`src/hdl/lfmc_pkg.sv`:
```
// shared types and constants of the line follow maze controller
package lfmc_pkg;

  localparam int REG_W = 14;
  localparam int DUTY_W = 15;
  localparam int SENSOR_W = 8;
  localparam int CFG_INDEX_W = 2;
  localparam int COUNT_WIDTH_DEFAULT = 10;
  localparam int QUEUE_DEPTH = 2;

  localparam logic [REG_W-1:0] LEFT_BASE_RESET = REG_W'(5800);
  localparam logic [REG_W-1:0] RIGHT_BASE_RESET = REG_W'(6000);
  localparam logic [REG_W-1:0] TURN_BOOST_RESET = REG_W'(1000);

  localparam int MS_LOST_SPIN = 500;
  localparam int MS_CROSS_FWD = 150;
  localparam int MS_CROSS_TURN = 550;
  localparam int MS_LJ_FWD = 70;
  localparam int MS_LJ_TURN = 450;
  localparam int MS_RJ_FWD1 = 50;
  localparam int MS_RJ_FWD2 = 55;
  localparam int MS_RJ_WIDE_TURN = 550;
  localparam int MS_RJ_LINE_FWD = 50;
  localparam int MS_RJ_RIGHT_TURN = 450;

  typedef enum logic [2:0] {
    CLS_LINE,
    CLS_CROSS,
    CLS_LEFT_JCT,
    CLS_RIGHT_JCT,
    CLS_DRIFT_R,
    CLS_DRIFT_L,
    CLS_LOST,
    CLS_OTHER
  } cls_t;

  typedef struct packed {
    logic tick;
    cls_t cls;
    logic wide;
    logic line;
  } item_t;

endpackage

```
`src/hdl/lfmc_front.sv`:
```
// front end: accepts words and classifies the sensor pattern
module lfmc_front (
  input  logic                          in_valid,
  output logic                          in_ready,
  input  logic                          op,
  input  logic [lfmc_pkg::SENSOR_W-1:0] sensor_byte,
  input  logic                          q_full,
  output logic                          q_push,
  output lfmc_pkg::item_t               q_item
);
  import lfmc_pkg::*;

  cls_t cls;
  logic wide;
  logic line;

  always_comb begin
    unique case (sensor_byte)
      8'h18: cls = CLS_LINE;
      8'hFF, 8'h7F, 8'hFE, 8'h7E: cls = CLS_CROSS;
      8'hF0, 8'hF8, 8'h78: cls = CLS_LEFT_JCT;
      8'h0F, 8'h1F, 8'h1E: cls = CLS_RIGHT_JCT;
      8'h08, 8'h0C: cls = CLS_DRIFT_R;
      8'h10, 8'h30: cls = CLS_DRIFT_L;
      8'h00: cls = CLS_LOST;
      default: cls = CLS_OTHER;
    endcase
  end

  assign wide = (sensor_byte == 8'hFF) || (sensor_byte == 8'h7F) || (sensor_byte == 8'h3F) ||
                (sensor_byte == 8'hFE) || (sensor_byte == 8'hFC) || (sensor_byte == 8'h7E) ||
                (sensor_byte == 8'h7C) || (sensor_byte == 8'h3E);
  assign line = (sensor_byte == 8'h18) || (sensor_byte == 8'h08) || (sensor_byte == 8'h04) ||
                (sensor_byte == 8'h0C) || (sensor_byte == 8'h10) || (sensor_byte == 8'h20) ||
                (sensor_byte == 8'h30);

  assign in_ready = !q_full;
  assign q_push = in_valid && !q_full;

  always_comb begin
    q_item.tick = op;
    q_item.cls = cls;
    q_item.wide = wide;
    q_item.line = line;
  end
endmodule

```
`src/hdl/lfmc_queue.sv`:
```
// short queue of classified words between front and back
module lfmc_queue (
  input  logic            clk,
  input  logic            rst,
  input  logic            push,
  input  lfmc_pkg::item_t push_item,
  output logic            full,
  input  logic            pop,
  output logic            not_empty,
  output lfmc_pkg::item_t head
);
  import lfmc_pkg::*;

  localparam int PTR_W = (QUEUE_DEPTH > 1) ? $clog2(QUEUE_DEPTH) : 1;
  localparam int CNT_W = $clog2(QUEUE_DEPTH + 1);
  localparam logic [PTR_W-1:0] LAST = PTR_W'(QUEUE_DEPTH - 1);
  localparam logic [CNT_W-1:0] FULL_COUNT = CNT_W'(QUEUE_DEPTH);

  item_t slots [QUEUE_DEPTH];
  logic [PTR_W-1:0] wr_ptr;
  logic [PTR_W-1:0] rd_ptr;
  logic [CNT_W-1:0] count;

  assign full = (count == FULL_COUNT);
  assign not_empty = (count != '0);
  assign head = slots[rd_ptr];

  always_ff @(posedge clk) begin
    if (push) begin
      slots[wr_ptr] <= push_item;
    end
  end

  always_ff @(posedge clk) begin
    if (rst) begin
      wr_ptr <= '0;
      rd_ptr <= '0;
      count <= '0;
    end else begin
      if (push) begin
        wr_ptr <= (wr_ptr == LAST) ? '0 : wr_ptr + 1'b1;
      end
      if (pop) begin
        rd_ptr <= (rd_ptr == LAST) ? '0 : rd_ptr + 1'b1;
      end
      if (push && !pop) begin
        count <= count + 1'b1;
      end else if (pop && !push) begin
        count <= count - 1'b1;
      end
    end
  end
endmodule

```
`src/hdl/lfmc_back.sv`:
```
// back end: drive state machine, settings and result register
module lfmc_back #(
  parameter int COUNT_WIDTH = lfmc_pkg::COUNT_WIDTH_DEFAULT
) (
  input  logic                             clk,
  input  logic                             rst,
  input  logic                             cfg_valid,
  output logic                             cfg_ready,
  input  logic [lfmc_pkg::CFG_INDEX_W-1:0] cfg_index,
  input  logic [lfmc_pkg::REG_W-1:0]       cfg_data,
  input  logic                             q_not_empty,
  input  lfmc_pkg::item_t                  q_head,
  output logic                             q_pop,
  output logic                             out_valid,
  input  logic                             out_ready,
  output logic [1:0]                       motor_cmd,
  output logic [lfmc_pkg::DUTY_W-1:0]      left_duty,
  output logic [lfmc_pkg::DUTY_W-1:0]      right_duty,
  output logic [2:0]                       leds,
  output logic                             busy_res
);
  import lfmc_pkg::*;

  typedef enum logic [3:0] {
    PH_IDLE,
    PH_WAIT_CROSS,
    PH_READ_CROSS,
    PH_WAIT_LJ,
    PH_READ_LJ,
    PH_WAIT_RJ1,
    PH_READ_RJ1,
    PH_WAIT_RJ2,
    PH_READ_RJ2,
    PH_TURN,
    PH_TURN_CLR
  } phase_t;

  typedef enum logic [1:0] {
    CMD_STOP,
    CMD_FWD,
    CMD_LEFT,
    CMD_RIGHT
  } cmd_t;

  typedef enum logic [CFG_INDEX_W-1:0] {
    REG_LEFT_BASE,
    REG_RIGHT_BASE,
    REG_TURN_BOOST,
    REG_UNUSED
  } reg_idx_t;

  localparam logic [COUNT_WIDTH-1:0] CNT_LOST = COUNT_WIDTH'(MS_LOST_SPIN);
  localparam logic [COUNT_WIDTH-1:0] CNT_CROSS_FWD = COUNT_WIDTH'(MS_CROSS_FWD);
  localparam logic [COUNT_WIDTH-1:0] CNT_CROSS_TURN = COUNT_WIDTH'(MS_CROSS_TURN);
  localparam logic [COUNT_WIDTH-1:0] CNT_LJ_FWD = COUNT_WIDTH'(MS_LJ_FWD);
  localparam logic [COUNT_WIDTH-1:0] CNT_LJ_TURN = COUNT_WIDTH'(MS_LJ_TURN);
  localparam logic [COUNT_WIDTH-1:0] CNT_RJ_FWD1 = COUNT_WIDTH'(MS_RJ_FWD1);
  localparam logic [COUNT_WIDTH-1:0] CNT_RJ_FWD2 = COUNT_WIDTH'(MS_RJ_FWD2);
  localparam logic [COUNT_WIDTH-1:0] CNT_RJ_WIDE = COUNT_WIDTH'(MS_RJ_WIDE_TURN);
  localparam logic [COUNT_WIDTH-1:0] CNT_RJ_LINE = COUNT_WIDTH'(MS_RJ_LINE_FWD);
  localparam logic [COUNT_WIDTH-1:0] CNT_RJ_RIGHT = COUNT_WIDTH'(MS_RJ_RIGHT_TURN);
  localparam logic [COUNT_WIDTH-1:0] CNT_ONE = COUNT_WIDTH'(1);

  logic [REG_W-1:0] left_base;
  logic [REG_W-1:0] right_base;
  logic [REG_W-1:0] turn_boost;

  phase_t phase, phase_next;
  logic [COUNT_WIDTH-1:0] countdown, countdown_next;
  cmd_t drive_cmd, drive_cmd_next;
  logic [DUTY_W-1:0] left_drive, left_drive_next;
  logic [DUTY_W-1:0] right_drive, right_drive_next;
  logic [2:0] led_bits, led_bits_next;
  logic out_valid_next;

  logic [DUTY_W-1:0] left_plain, right_plain, left_boosted, right_boosted;
  phase_t tick_phase;
  logic timed;

  assign cfg_ready = 1'b1;

  always_ff @(posedge clk) begin
    if (rst) begin
      left_base <= LEFT_BASE_RESET;
      right_base <= RIGHT_BASE_RESET;
      turn_boost <= TURN_BOOST_RESET;
    end else if (cfg_valid) begin
      unique case (reg_idx_t'(cfg_index))
        REG_LEFT_BASE: left_base <= cfg_data;
        REG_RIGHT_BASE: right_base <= cfg_data;
        REG_TURN_BOOST: turn_boost <= cfg_data;
        default: ;
      endcase
    end
  end

  assign left_plain = DUTY_W'(left_base);
  assign right_plain = DUTY_W'(right_base);
  assign left_boosted = DUTY_W'(left_base) + DUTY_W'(turn_boost);
  assign right_boosted = DUTY_W'(right_base) + DUTY_W'(turn_boost);

  assign q_pop = q_not_empty && (!out_valid || out_ready);

  always_comb begin
    unique case (phase)
      PH_WAIT_CROSS: begin tick_phase = PH_READ_CROSS; timed = 1'b1; end
      PH_WAIT_LJ: begin tick_phase = PH_READ_LJ; timed = 1'b1; end
      PH_WAIT_RJ1: begin tick_phase = PH_READ_RJ1; timed = 1'b1; end
      PH_WAIT_RJ2: begin tick_phase = PH_READ_RJ2; timed = 1'b1; end
      PH_TURN, PH_TURN_CLR: begin tick_phase = PH_IDLE; timed = 1'b1; end
      default: begin tick_phase = phase; timed = 1'b0; end
    endcase
  end

  always_comb begin
    phase_next = phase;
    countdown_next = countdown;
    drive_cmd_next = drive_cmd;
    left_drive_next = left_drive;
    right_drive_next = right_drive;
    led_bits_next = led_bits;
    out_valid_next = out_valid && !out_ready;
    if (q_pop) begin
      out_valid_next = 1'b1;
      if (q_head.tick) begin
        if (timed) begin
          if (countdown > CNT_ONE) begin
            countdown_next = countdown - 1'b1;
          end else begin
            countdown_next = '0;
            if (phase == PH_TURN_CLR) begin
              led_bits_next = 3'd0;
            end
            phase_next = tick_phase;
          end
        end
      end else begin
        unique case (phase)
          PH_READ_CROSS: begin
            drive_cmd_next = CMD_LEFT;
            left_drive_next = left_plain;
            right_drive_next = right_boosted;
            phase_next = PH_TURN;
            countdown_next = CNT_CROSS_TURN;
          end
          PH_READ_LJ: begin
            drive_cmd_next = CMD_LEFT;
            left_drive_next = left_plain;
            right_drive_next = right_boosted;
            phase_next = PH_TURN;
            countdown_next = CNT_LJ_TURN;
          end
          PH_READ_RJ1: begin
            left_drive_next = left_plain;
            right_drive_next = right_plain;
            if (q_head.wide) begin
              led_bits_next = 3'd4;
              drive_cmd_next = CMD_LEFT;
              phase_next = PH_TURN;
              countdown_next = CNT_RJ_WIDE;
            end else begin
              drive_cmd_next = CMD_FWD;
              phase_next = PH_WAIT_RJ2;
              countdown_next = CNT_RJ_FWD2;
            end
          end
          PH_READ_RJ2: begin
            phase_next = PH_TURN_CLR;
            right_drive_next = right_plain;
            if (q_head.line) begin
              led_bits_next = 3'd2;
              drive_cmd_next = CMD_FWD;
              left_drive_next = left_plain;
              countdown_next = CNT_RJ_LINE;
            end else begin
              led_bits_next = 3'd3;
              drive_cmd_next = CMD_RIGHT;
              left_drive_next = left_boosted;
              countdown_next = CNT_RJ_RIGHT;
            end
          end
          PH_WAIT_CROSS, PH_WAIT_LJ, PH_WAIT_RJ1, PH_WAIT_RJ2, PH_TURN, PH_TURN_CLR: ;
          default: begin
            left_drive_next = left_plain;
            right_drive_next = right_plain;
            unique case (q_head.cls)
              CLS_LINE: drive_cmd_next = CMD_FWD;
              CLS_CROSS: begin
                led_bits_next = 3'd1;
                drive_cmd_next = CMD_FWD;
                phase_next = PH_WAIT_CROSS;
                countdown_next = CNT_CROSS_FWD;
              end
              CLS_LEFT_JCT: begin
                drive_cmd_next = CMD_FWD;
                phase_next = PH_WAIT_LJ;
                countdown_next = CNT_LJ_FWD;
              end
              CLS_RIGHT_JCT: begin
                drive_cmd_next = CMD_FWD;
                phase_next = PH_WAIT_RJ1;
                countdown_next = CNT_RJ_FWD1;
              end
              CLS_DRIFT_R: begin
                led_bits_next = 3'd7;
                drive_cmd_next = CMD_RIGHT;
              end
              CLS_DRIFT_L: begin
                led_bits_next = 3'd7;
                drive_cmd_next = CMD_LEFT;
              end
              CLS_LOST: begin
                drive_cmd_next = CMD_LEFT;
                phase_next = PH_TURN;
                countdown_next = CNT_LOST;
              end
              default: begin
                drive_cmd_next = CMD_STOP;
                left_drive_next = '0;
                right_drive_next = '0;
              end
            endcase
          end
        endcase
      end
    end
  end

  always_ff @(posedge clk) begin
    if (rst) begin
      phase <= PH_IDLE;
      countdown <= '0;
      drive_cmd <= CMD_STOP;
      left_drive <= '0;
      right_drive <= '0;
      led_bits <= '0;
      out_valid <= 1'b0;
    end else begin
      phase <= phase_next;
      countdown <= countdown_next;
      drive_cmd <= drive_cmd_next;
      left_drive <= left_drive_next;
      right_drive <= right_drive_next;
      led_bits <= led_bits_next;
      out_valid <= out_valid_next;
    end
  end

  assign motor_cmd = drive_cmd;
  assign left_duty = left_drive;
  assign right_duty = right_drive;
  assign leds = led_bits;
  assign busy_res = (phase != PH_IDLE);
endmodule

```
`src/hdl/line_follow_maze_controller.sv`:
```
// top level of the line follow maze controller
//
//   channel  handshake             word
//   in       in_valid/in_ready     op, sensor_byte
//   out      out_valid/out_ready   motor_cmd, left_duty, right_duty, leds, busy_res
//   cfg      cfg_valid/cfg_ready   cfg_index, cfg_data
//
// one word per cycle in and out while the output is not stalled; a word is written
// into the two-entry queue and its result is registered by the single drive state register stage
// reset clears the queue, the drive state and loads the duty defaults
// a stalled output holds the state; the queue keeps accepting until full
module line_follow_maze_controller #(
  parameter int COUNT_WIDTH = lfmc_pkg::COUNT_WIDTH_DEFAULT
) (
  input  logic                             clk,
  input  logic                             rst,
  input  logic                             in_valid,
  output logic                             in_ready,
  input  logic                             op,
  input  logic [lfmc_pkg::SENSOR_W-1:0]    sensor_byte,
  output logic                             out_valid,
  input  logic                             out_ready,
  output logic [1:0]                       motor_cmd,
  output logic [lfmc_pkg::DUTY_W-1:0]      left_duty,
  output logic [lfmc_pkg::DUTY_W-1:0]      right_duty,
  output logic [2:0]                       leds,
  output logic                             busy_res,
  input  logic                             cfg_valid,
  output logic                             cfg_ready,
  input  logic [lfmc_pkg::CFG_INDEX_W-1:0] cfg_index,
  input  logic [lfmc_pkg::REG_W-1:0]       cfg_data
);
  import lfmc_pkg::*;

  logic q_full;
  logic q_push;
  logic q_pop;
  logic q_not_empty;
  item_t q_item;
  item_t q_head;

  lfmc_front u_front (
    .in_valid    (in_valid),
    .in_ready    (in_ready),
    .op          (op),
    .sensor_byte (sensor_byte),
    .q_full      (q_full),
    .q_push      (q_push),
    .q_item      (q_item)
  );

  lfmc_queue u_queue (
    .clk       (clk),
    .rst       (rst),
    .push      (q_push),
    .push_item (q_item),
    .full      (q_full),
    .pop       (q_pop),
    .not_empty (q_not_empty),
    .head      (q_head)
  );

  lfmc_back #(
    .COUNT_WIDTH (COUNT_WIDTH)
  ) u_back (
    .clk         (clk),
    .rst         (rst),
    .cfg_valid   (cfg_valid),
    .cfg_ready   (cfg_ready),
    .cfg_index   (cfg_index),
    .cfg_data    (cfg_data),
    .q_not_empty (q_not_empty),
    .q_head      (q_head),
    .q_pop       (q_pop),
    .out_valid   (out_valid),
    .out_ready   (out_ready),
    .motor_cmd   (motor_cmd),
    .left_duty   (left_duty),
    .right_duty  (right_duty),
    .leds        (leds),
    .busy_res    (busy_res)
  );
endmodule

```
`config.mk`:
```
export PLATFORM = sky130hd
export DESIGN_NAME = line_follow_maze_controller
export DESIGN_NICKNAME = d
export VERILOG_FILES = /design/src/hdl/lfmc_pkg.sv /design/src/hdl/lfmc_front.sv /design/src/hdl/lfmc_queue.sv /design/src/hdl/lfmc_back.sv /design/src/hdl/line_follow_maze_controller.sv
export SDC_FILE = /design/constraint.sdc
export NUM_CORES = 1
export LEC_CHECK = 0
export BUFFER_PORTS_ARGS = -buffer_cell sky130_fd_sc_hd__buf_2
export CORE_MARGIN = 5
export CORE_UTILIZATION = 25
export CTS_CLUSTER_SIZE = 14
export DETAILED_ROUTE_END_ITERATION = 6
export SLEW_MARGIN = 20
export SYNTH_ARGS = -nofsm -noshare
export SYNTH_HDL_FRONTEND = slang
export SYNTH_SLANG_ARGS = --single-unit
```
`constraint.sdc`:
```
create_clock -name clk -period 3.63 [get_ports clk]
set_clock_uncertainty 0.05 [all_clocks]
set_input_delay 0 -clock clk [delete_from_list [all_inputs] [get_ports clk]]
set_output_delay 0 -clock clk [all_outputs]
set_load 0.005 [all_outputs]
```
[After elaboration in Yosys (flattened, before gate mapping)]
Memory sizes are Yosys's and may differ from the RTL's. A register that Yosys moved wholly into a read port is not among the register bits.
Cells that the tools add are included.
Storage, ports and cells
  bits in latches: 0
  ROM bits: 0
  output and inout bits: 39
  word-level logic and storage cells: 168
  memory bits (writable): 12
  flip-flop bits (word level): 96
  memories: 1
Memories
  u_queue.slots: depth 2, bits a word 6, read ports 1, clocked after Yosys merged registers in 1, write ports 1, RTL line lfmc_queue.sv:19  | item_t slots [QUEUE_DEPTH];
Operators by class
  $add $sub $neg: 7
  $mul: 0
  equality and inequality tests: 47
  shift-type cells: 0
  bitwise gates (word level): 2
  reductions and logical operators: 55
  magnitude comparators: 1
  divide/modulo/power cells: 0
  muxes and demuxes: 42
Operator list (number)
  case mux 15 bit (3 select lines): 2
  case mux 10 bit (5 select lines): 1
  == test 8 bit, second input constant: 5
  2-to-1 mux 10 bit: 4
  case mux 10 bit (4 select lines): 1
  == test 8 x 5 -> 1 bit, second input constant: 4
  == test 8 x 6 -> 1 bit, second input constant: 4
  == test 8 x 7 -> 1 bit, second input constant: 4
  case mux 4 bit (4 select lines): 2
  adder 14 x 14 -> 15 bit: 2
  2-to-1 mux 14 bit: 2
  == test 8 x 4 -> 1 bit, second input constant: 3
  case mux 3 bit (7 select lines): 1
  case mux 4 bit (5 select lines): 1
  == test 4 x 3 -> 1 bit, second input constant: 4
  2-to-1 mux 4 bit: 4
  2-to-1 mux 15 bit: 1
  2-to-1 mux 3 bit: 5
  logical OR 1 bit: 14
  OR reduction 2 bit: 7
  == test 4 bit, second input constant: 3
  greater-than comparator 10 x 1 -> 1 bit, second input constant: 1
  subtractor 10 x 1 -> 10 bit, second input constant: 1
  == test 3 bit, second input constant: 3
  other kinds (42): 75

[Depth between registers and ports, before layout]
  depth in word-level cells: 8
  gate-level depth with buffers: 9
  gate-level depth less buffers: 8

[By module]
A second synthesis with hierarchy kept.
Unflattened totals
  cell total of the unflattened synthesis: 825
  area total of the unflattened synthesis: 6625.1 µm²
Modules (own cells, without submodules)
  lfmc_back: seq. area each 1841.8 µm², instances 1, area each 5705.5 µm², cells an instance 740
  lfmc_queue: seq. area each 460.4 µm², instances 1, area each 641.9 µm², cells an instance 41
  lfmc_front: seq. area each 0.0 µm², instances 1, area each 277.8 µm², cells an instance 44

[Worst setup path after synthesis]
OpenSTA, ideal clock, no wires.
  kind: reg-to-reg
  start point: reg u_back.turn_boost[0]
  end point: reg u_back.left_drive[8], in the netlist u_back.left_duty[8]
  stages on the path, launching flop included: 9
  library setup time: 0.086 ns
  path buffers: 0
  clock period less this slack: 2.420 ns
  required time: 3.494 ns
  data arrival time: 2.285 ns
  path slack: 1.210 ns
  cell sequence: dfxtp_1 ha_1 fa_1 a211oi_1 o21bai_1 a2111oi_0 o21a_1 o21ai_0 a211oi_1
Between the ends
  cells in the longest elaborated chain, start to end: 3
Ends and longest elaborated chain
  from (decl): RTL line lfmc_back.sv:66  | logic [REG_W-1:0] turn_boost;
  from (signal assigned): RTL line lfmc_back.sv:91  | REG_TURN_BOOST: turn_boost <= cfg_data;
  adder 14 x 14 -> 15 bit: RTL line lfmc_back.sv:99  | assign left_boosted = DUTY_W'(left_base) + DUTY_W'(turn_boost);
  2-to-1 mux 15 bit: RTL line lfmc_back.sv:170  | if (q_head.line) begin
  case mux 15 bit (3 select lines): RTL line lfmc_back.sv:138  | unique case (phase)
  to (signal assigned): RTL line lfmc_back.sv:242  | left_drive <= left_drive_next;
  to (decl): RTL line lfmc_back.sv:71  | logic [DUTY_W-1:0] left_drive, left_drive_next;
No other way between the ends.
A chain may end at the register's enable or synchronous reset.

[Worst setup path in the final report]
Ends and elaborated chain as after synthesis.

==> impl_metrics.yaml <==
synthesis:
  synth_xor_xnor_area_share_pct: 3.68
  synthesis.nets: 841
  complex_gate_fraction_of_the_synthesized_area_pct: 23.9
  synth_adder_area_share_pct: 6.65
  post_synth_arst_share_pct: 0
  synth-seq-cells: 109
  ys.flop_type: "sky130_fd_sc_hd__dfxtp_1"
  seq_area_frac_synth_pct: 35.8
  syn-instance-count: 778
  mappedNetlistArea_um2: 6430
  yosysWarnings: 0
  synth-edff-count: 12
  synth-simple-area-share_pct: 22.8
  yosys.cell_types.count: 84
  yosys-mux-area-fraction_pct: 2.69
  largest_family_of_logic_cells_by_synthesized_area: "compound AO/OA/AOI/OAI gates"
  synth_area_per_cell_um2: 8.26
timing:
  finalCritPeriodShare_pct: 78.2
  post-route-min-period_ps: 2840
  worst_slack_ps: 792
  tightest_slew_ps: 759
  final_max_slew_viol_count: 0
  unrepaired_setup_endpoints_after_global_routing: "no"
  setup-violations-final: 0
  setup_tns_ps: 0
  holdWs_ps: 44.6
  finalHoldViolCount: 0
  max_clock_freq_mhz: 352
  slew-limit-headroom_pct: 49.4
placement:
  dp_hpwl_mm: 13.3
  dpl_worst_slack_ps: 902
  dp_cells: 1136
  place.port_buffers: 67
  gpl.final_weighted_congestion: 0.889
final_layout:
  layout.area.seq_um2: 2300
  final_cells: 1169
  drive_above_1_share_pct: 14.5
  n_antenna_cell: 0
  flow.area_growth_from_synthesis_pct: 16.3
  fill_cells: 2755
  final_common_cell: "sky130_fd_sc_hd__nand2_1"
  post-route-util_pct: 29.6
  num-nets-final: 897
  area_used_by_multi_input_combinational_logic_um2: 3840
  mostFrequentLayoutCells: "sky130_fd_sc_hd__nand2_1 (114), sky130_fd_sc_hd__dfxtp_1 (97), sky130_fd_sc_hd__buf_2 (67)"
setup_path:
  worst-path-buf-inv: 0
  crit_type: "flop to flop"
  required_ps: 3850
  critical_path_peak_fanout: 3
  rr_startpoint: "u_back.turn_boost[0]$_SDFFE_PP0P_"
  worst_path_most_repeated_cell: "sky130_fd_sc_hd__a211oi_1"
  critical_path.slowest_cell: "sky130_fd_sc_hd__a2111oi_0"
  reg2regPathDepth: 8
  ff2ff_setup_slack_ps: 790
  crit_path_end_kind: "flop"
  startpoint_type: "flop"
  worst_path_largest_cell_delay_ps: 670
  top_family_by_delay_on_critical_path: "compound AO/OA/AOI/OAI gates"
  worstPathCellList: "ha_1 > fa_1 > a211oi_1 > o21bai_1 > a2111oi_0 > o21a_1 > o21ai_0 > a211oi_1"
  worstReg2RegEnd: "u_back.left_duty[8]$_SDFFE_PP0P_"
  arrival_ps: 3050
floorplan:
  placementRows: 58
  die_width_um: 170
  fp.dieArea_um2: 29000
  start_util_pct: 25.5
  floorplan.die.height_um: 170
  placeableCoreArea_um2: 25300
  ioPinCount: 69
cts:
  cts_post_setup_buffers_inserted: 0
  cts_tree: "built"
  tritoncts_num_sinks: 109
  cts_inserted_buffers: 9
  clk_transition_reported_paths_ps: 70
  cts_max_level: 3
  insertion_delay_ps: 350
  clk_path_buf_depth: 2
  ctsRootBufferMaster: "sky130_fd_sc_hd__clkbuf_16"
routing:
  wirelength_mm: 17.9
  routedWlPerCell_um: 15.3
  postRouteAntennaNets: 0
  dr_total_vias: 5761
  per_cell_via_count_in_the_routed_design: 4.93
  drc: 0
  detail_route.first_pass.iterations: 5
  drt_iter0_markers: 440
min_path:
  holdPathStages: 3
  hold_start: "sensor_byte[1]"
  timing.hold.worst_endpoint: "u_queue.slots[0][1]$_DFFE_PP_"
  hold_class: "input pin to flop"
power:
  power.density_cell_area_nw_per_um2: 563
  irDropWorstVdd_uv: 242
  cellLeakagePower_nw: 2.92
global_route:
  number_of_antenna_violations_at_the_first_check_in_global_routing: 0
  grt_pass1_vias: 5354
  global_route_wire_length_before_repair_mm: 28.6
  gr-usage-all-layers_pct: 12.1
  grt_max_degree: 68
  globalRouteOverflowTotal: 0
outcome:
  outcome: "finished clean"
flow_run:
  max_cap_violations: 0
## repair_timing
| item | in CTS | in global routing |
|---|---|---|
| gates resized for setup | 0 | 0 |
| endpoints found under the setup margin | 0 | 0 |
| hold endpoints to repair | 46 | 0 |
| hold buffers | 17 | 0 |
## Yosys cell counts, drive strengths merged (3+ instances only)
library cell	number	area (um2)
o22ai	10	62.6
mux2i	10	116
and2	5	31.3
a21oi	68	367
a221oi	19	166
inv	10	37.5
nor3b	6	50.1
mux2	5	56.3
edfxtp	12	360
a211oi	16	120
o21ai	50	269
nor3	25	130
a21o	13	97.6
dfxtp	97	1940
nand2	114	428
nand4	4	25.0
and3	5	31.3
nor4	6	43.8
xnor2	16	140
clkbuf	27	101
o21bai	3	22.5
nor2	64	243
o31ai	3	22.5
ha	31	388
or2	7	43.8
o21a	5	37.5
xor2	11	96.3
a31oi	11	68.8
a22oi	6	45.0
buf	22	141
nand3b	5	37.5
nand2b	11	68.8
nand3	31	160
nor2b	4	25.0
or3	3	18.8
o2111ai	3	26.3
## power by group
part	switching [W]	internal, W	leakage, nW	total, W
Combinational	0.000957	0.000662	1.88	0.00162
Clock	0.000447	0.000554	0.147	0.00100
Sequential	0.000171	0.00142	0.893	0.00159
## worst min-delay path: stages
cell and delay, ps:
sky130_fd_sc_hd__buf_2 120, sky130_fd_sc_hd__o21ai_0 70, sky130_fd_sc_hd__a21oi_1 80
## registers in the layout, indices dropped and copies added (netlist names), named ones only
register           cells
u_back.countdown      10
u_back.leds            3
u_back.left_duty      15
u_back.right_base     14
u_back.motor_cmd       2
u_back.phase           4
u_queue.slots         12
u_queue.rd_ptr         1
u_back.out_valid       1
u_back.left_base      14
u_back.turn_boost     14
u_queue.count          2
u_queue.wr_ptr         1
u_back.right_duty     15
## area by class of cell
| cell class | count | area share, % |
|---|---|---|
| Multi-Input combinational cell | 609 | 51.4 |
| Sequential cell | 109 | 30.8 |
| Timing Repair Buffer | 94 | 7.77 |
| Tap cell | 330 | 5.52 |
| Clock buffer | 12 | 3.30 |
| Clock inverter | 4 | 0.653 |
| Inverter | 11 | 0.552 |
## through the flow
step / power [W] / area, um2
floorplan: 0.00275 / 6430
global placement: 0.00321 / 7010
detailed placement: 0.00322 / 7010
CTS: 0.00426 / 7480
global route: 0.00450 / 7480
finish: 0.00421 / 7480
## cells by family after synthesis
| kind of cell | after synthesis |
|---|---|
| flops | 109 |
| fa+ha+maj | 33 |
| mux | 15 |
| compound gates | 231 |
| xor+xnor | 27 |
| simple gates | 302 |
| buf+inv | 60 |
| other cells | 1 |
## how the worst max path moves through the flow
stage	startpoint	end	cells after the start
2_1_floorplan	u_back.turn_boost[0]$_SDFFE_PP0P_	u_back.left_duty[8]$_SDFFE_PP0P_	8
3_3_place_gp	u_back.turn_boost[0]$_SDFFE_PP0P_	u_back.left_duty[8]$_SDFFE_PP0P_	8
3_5_place_dp	u_back.turn_boost[0]$_SDFFE_PP0P_	u_back.left_duty[8]$_SDFFE_PP0P_	8
4_1_cts	u_back.turn_boost[0]$_SDFFE_PP0P_	u_back.left_duty[8]$_SDFFE_PP0P_	8
5_1_grt	u_back.turn_boost[0]$_SDFFE_PP0P_	u_back.left_duty[8]$_SDFFE_PP0P_	8
6_report	u_back.turn_boost[0]$_SDFFE_PP0P_	u_back.left_duty[8]$_SDFFE_PP0P_	8
## per-layer routing
layer	routed length, um	global-route usage, %	vias up
met4	405	3.85	0
met1	9050	18.0	2650
li1	-	-	2957
met2	7650	17.8	131
met3	747	1.90	23
met5	0	0	-
No activity file was read; power rests on OpenSTA's default activity.
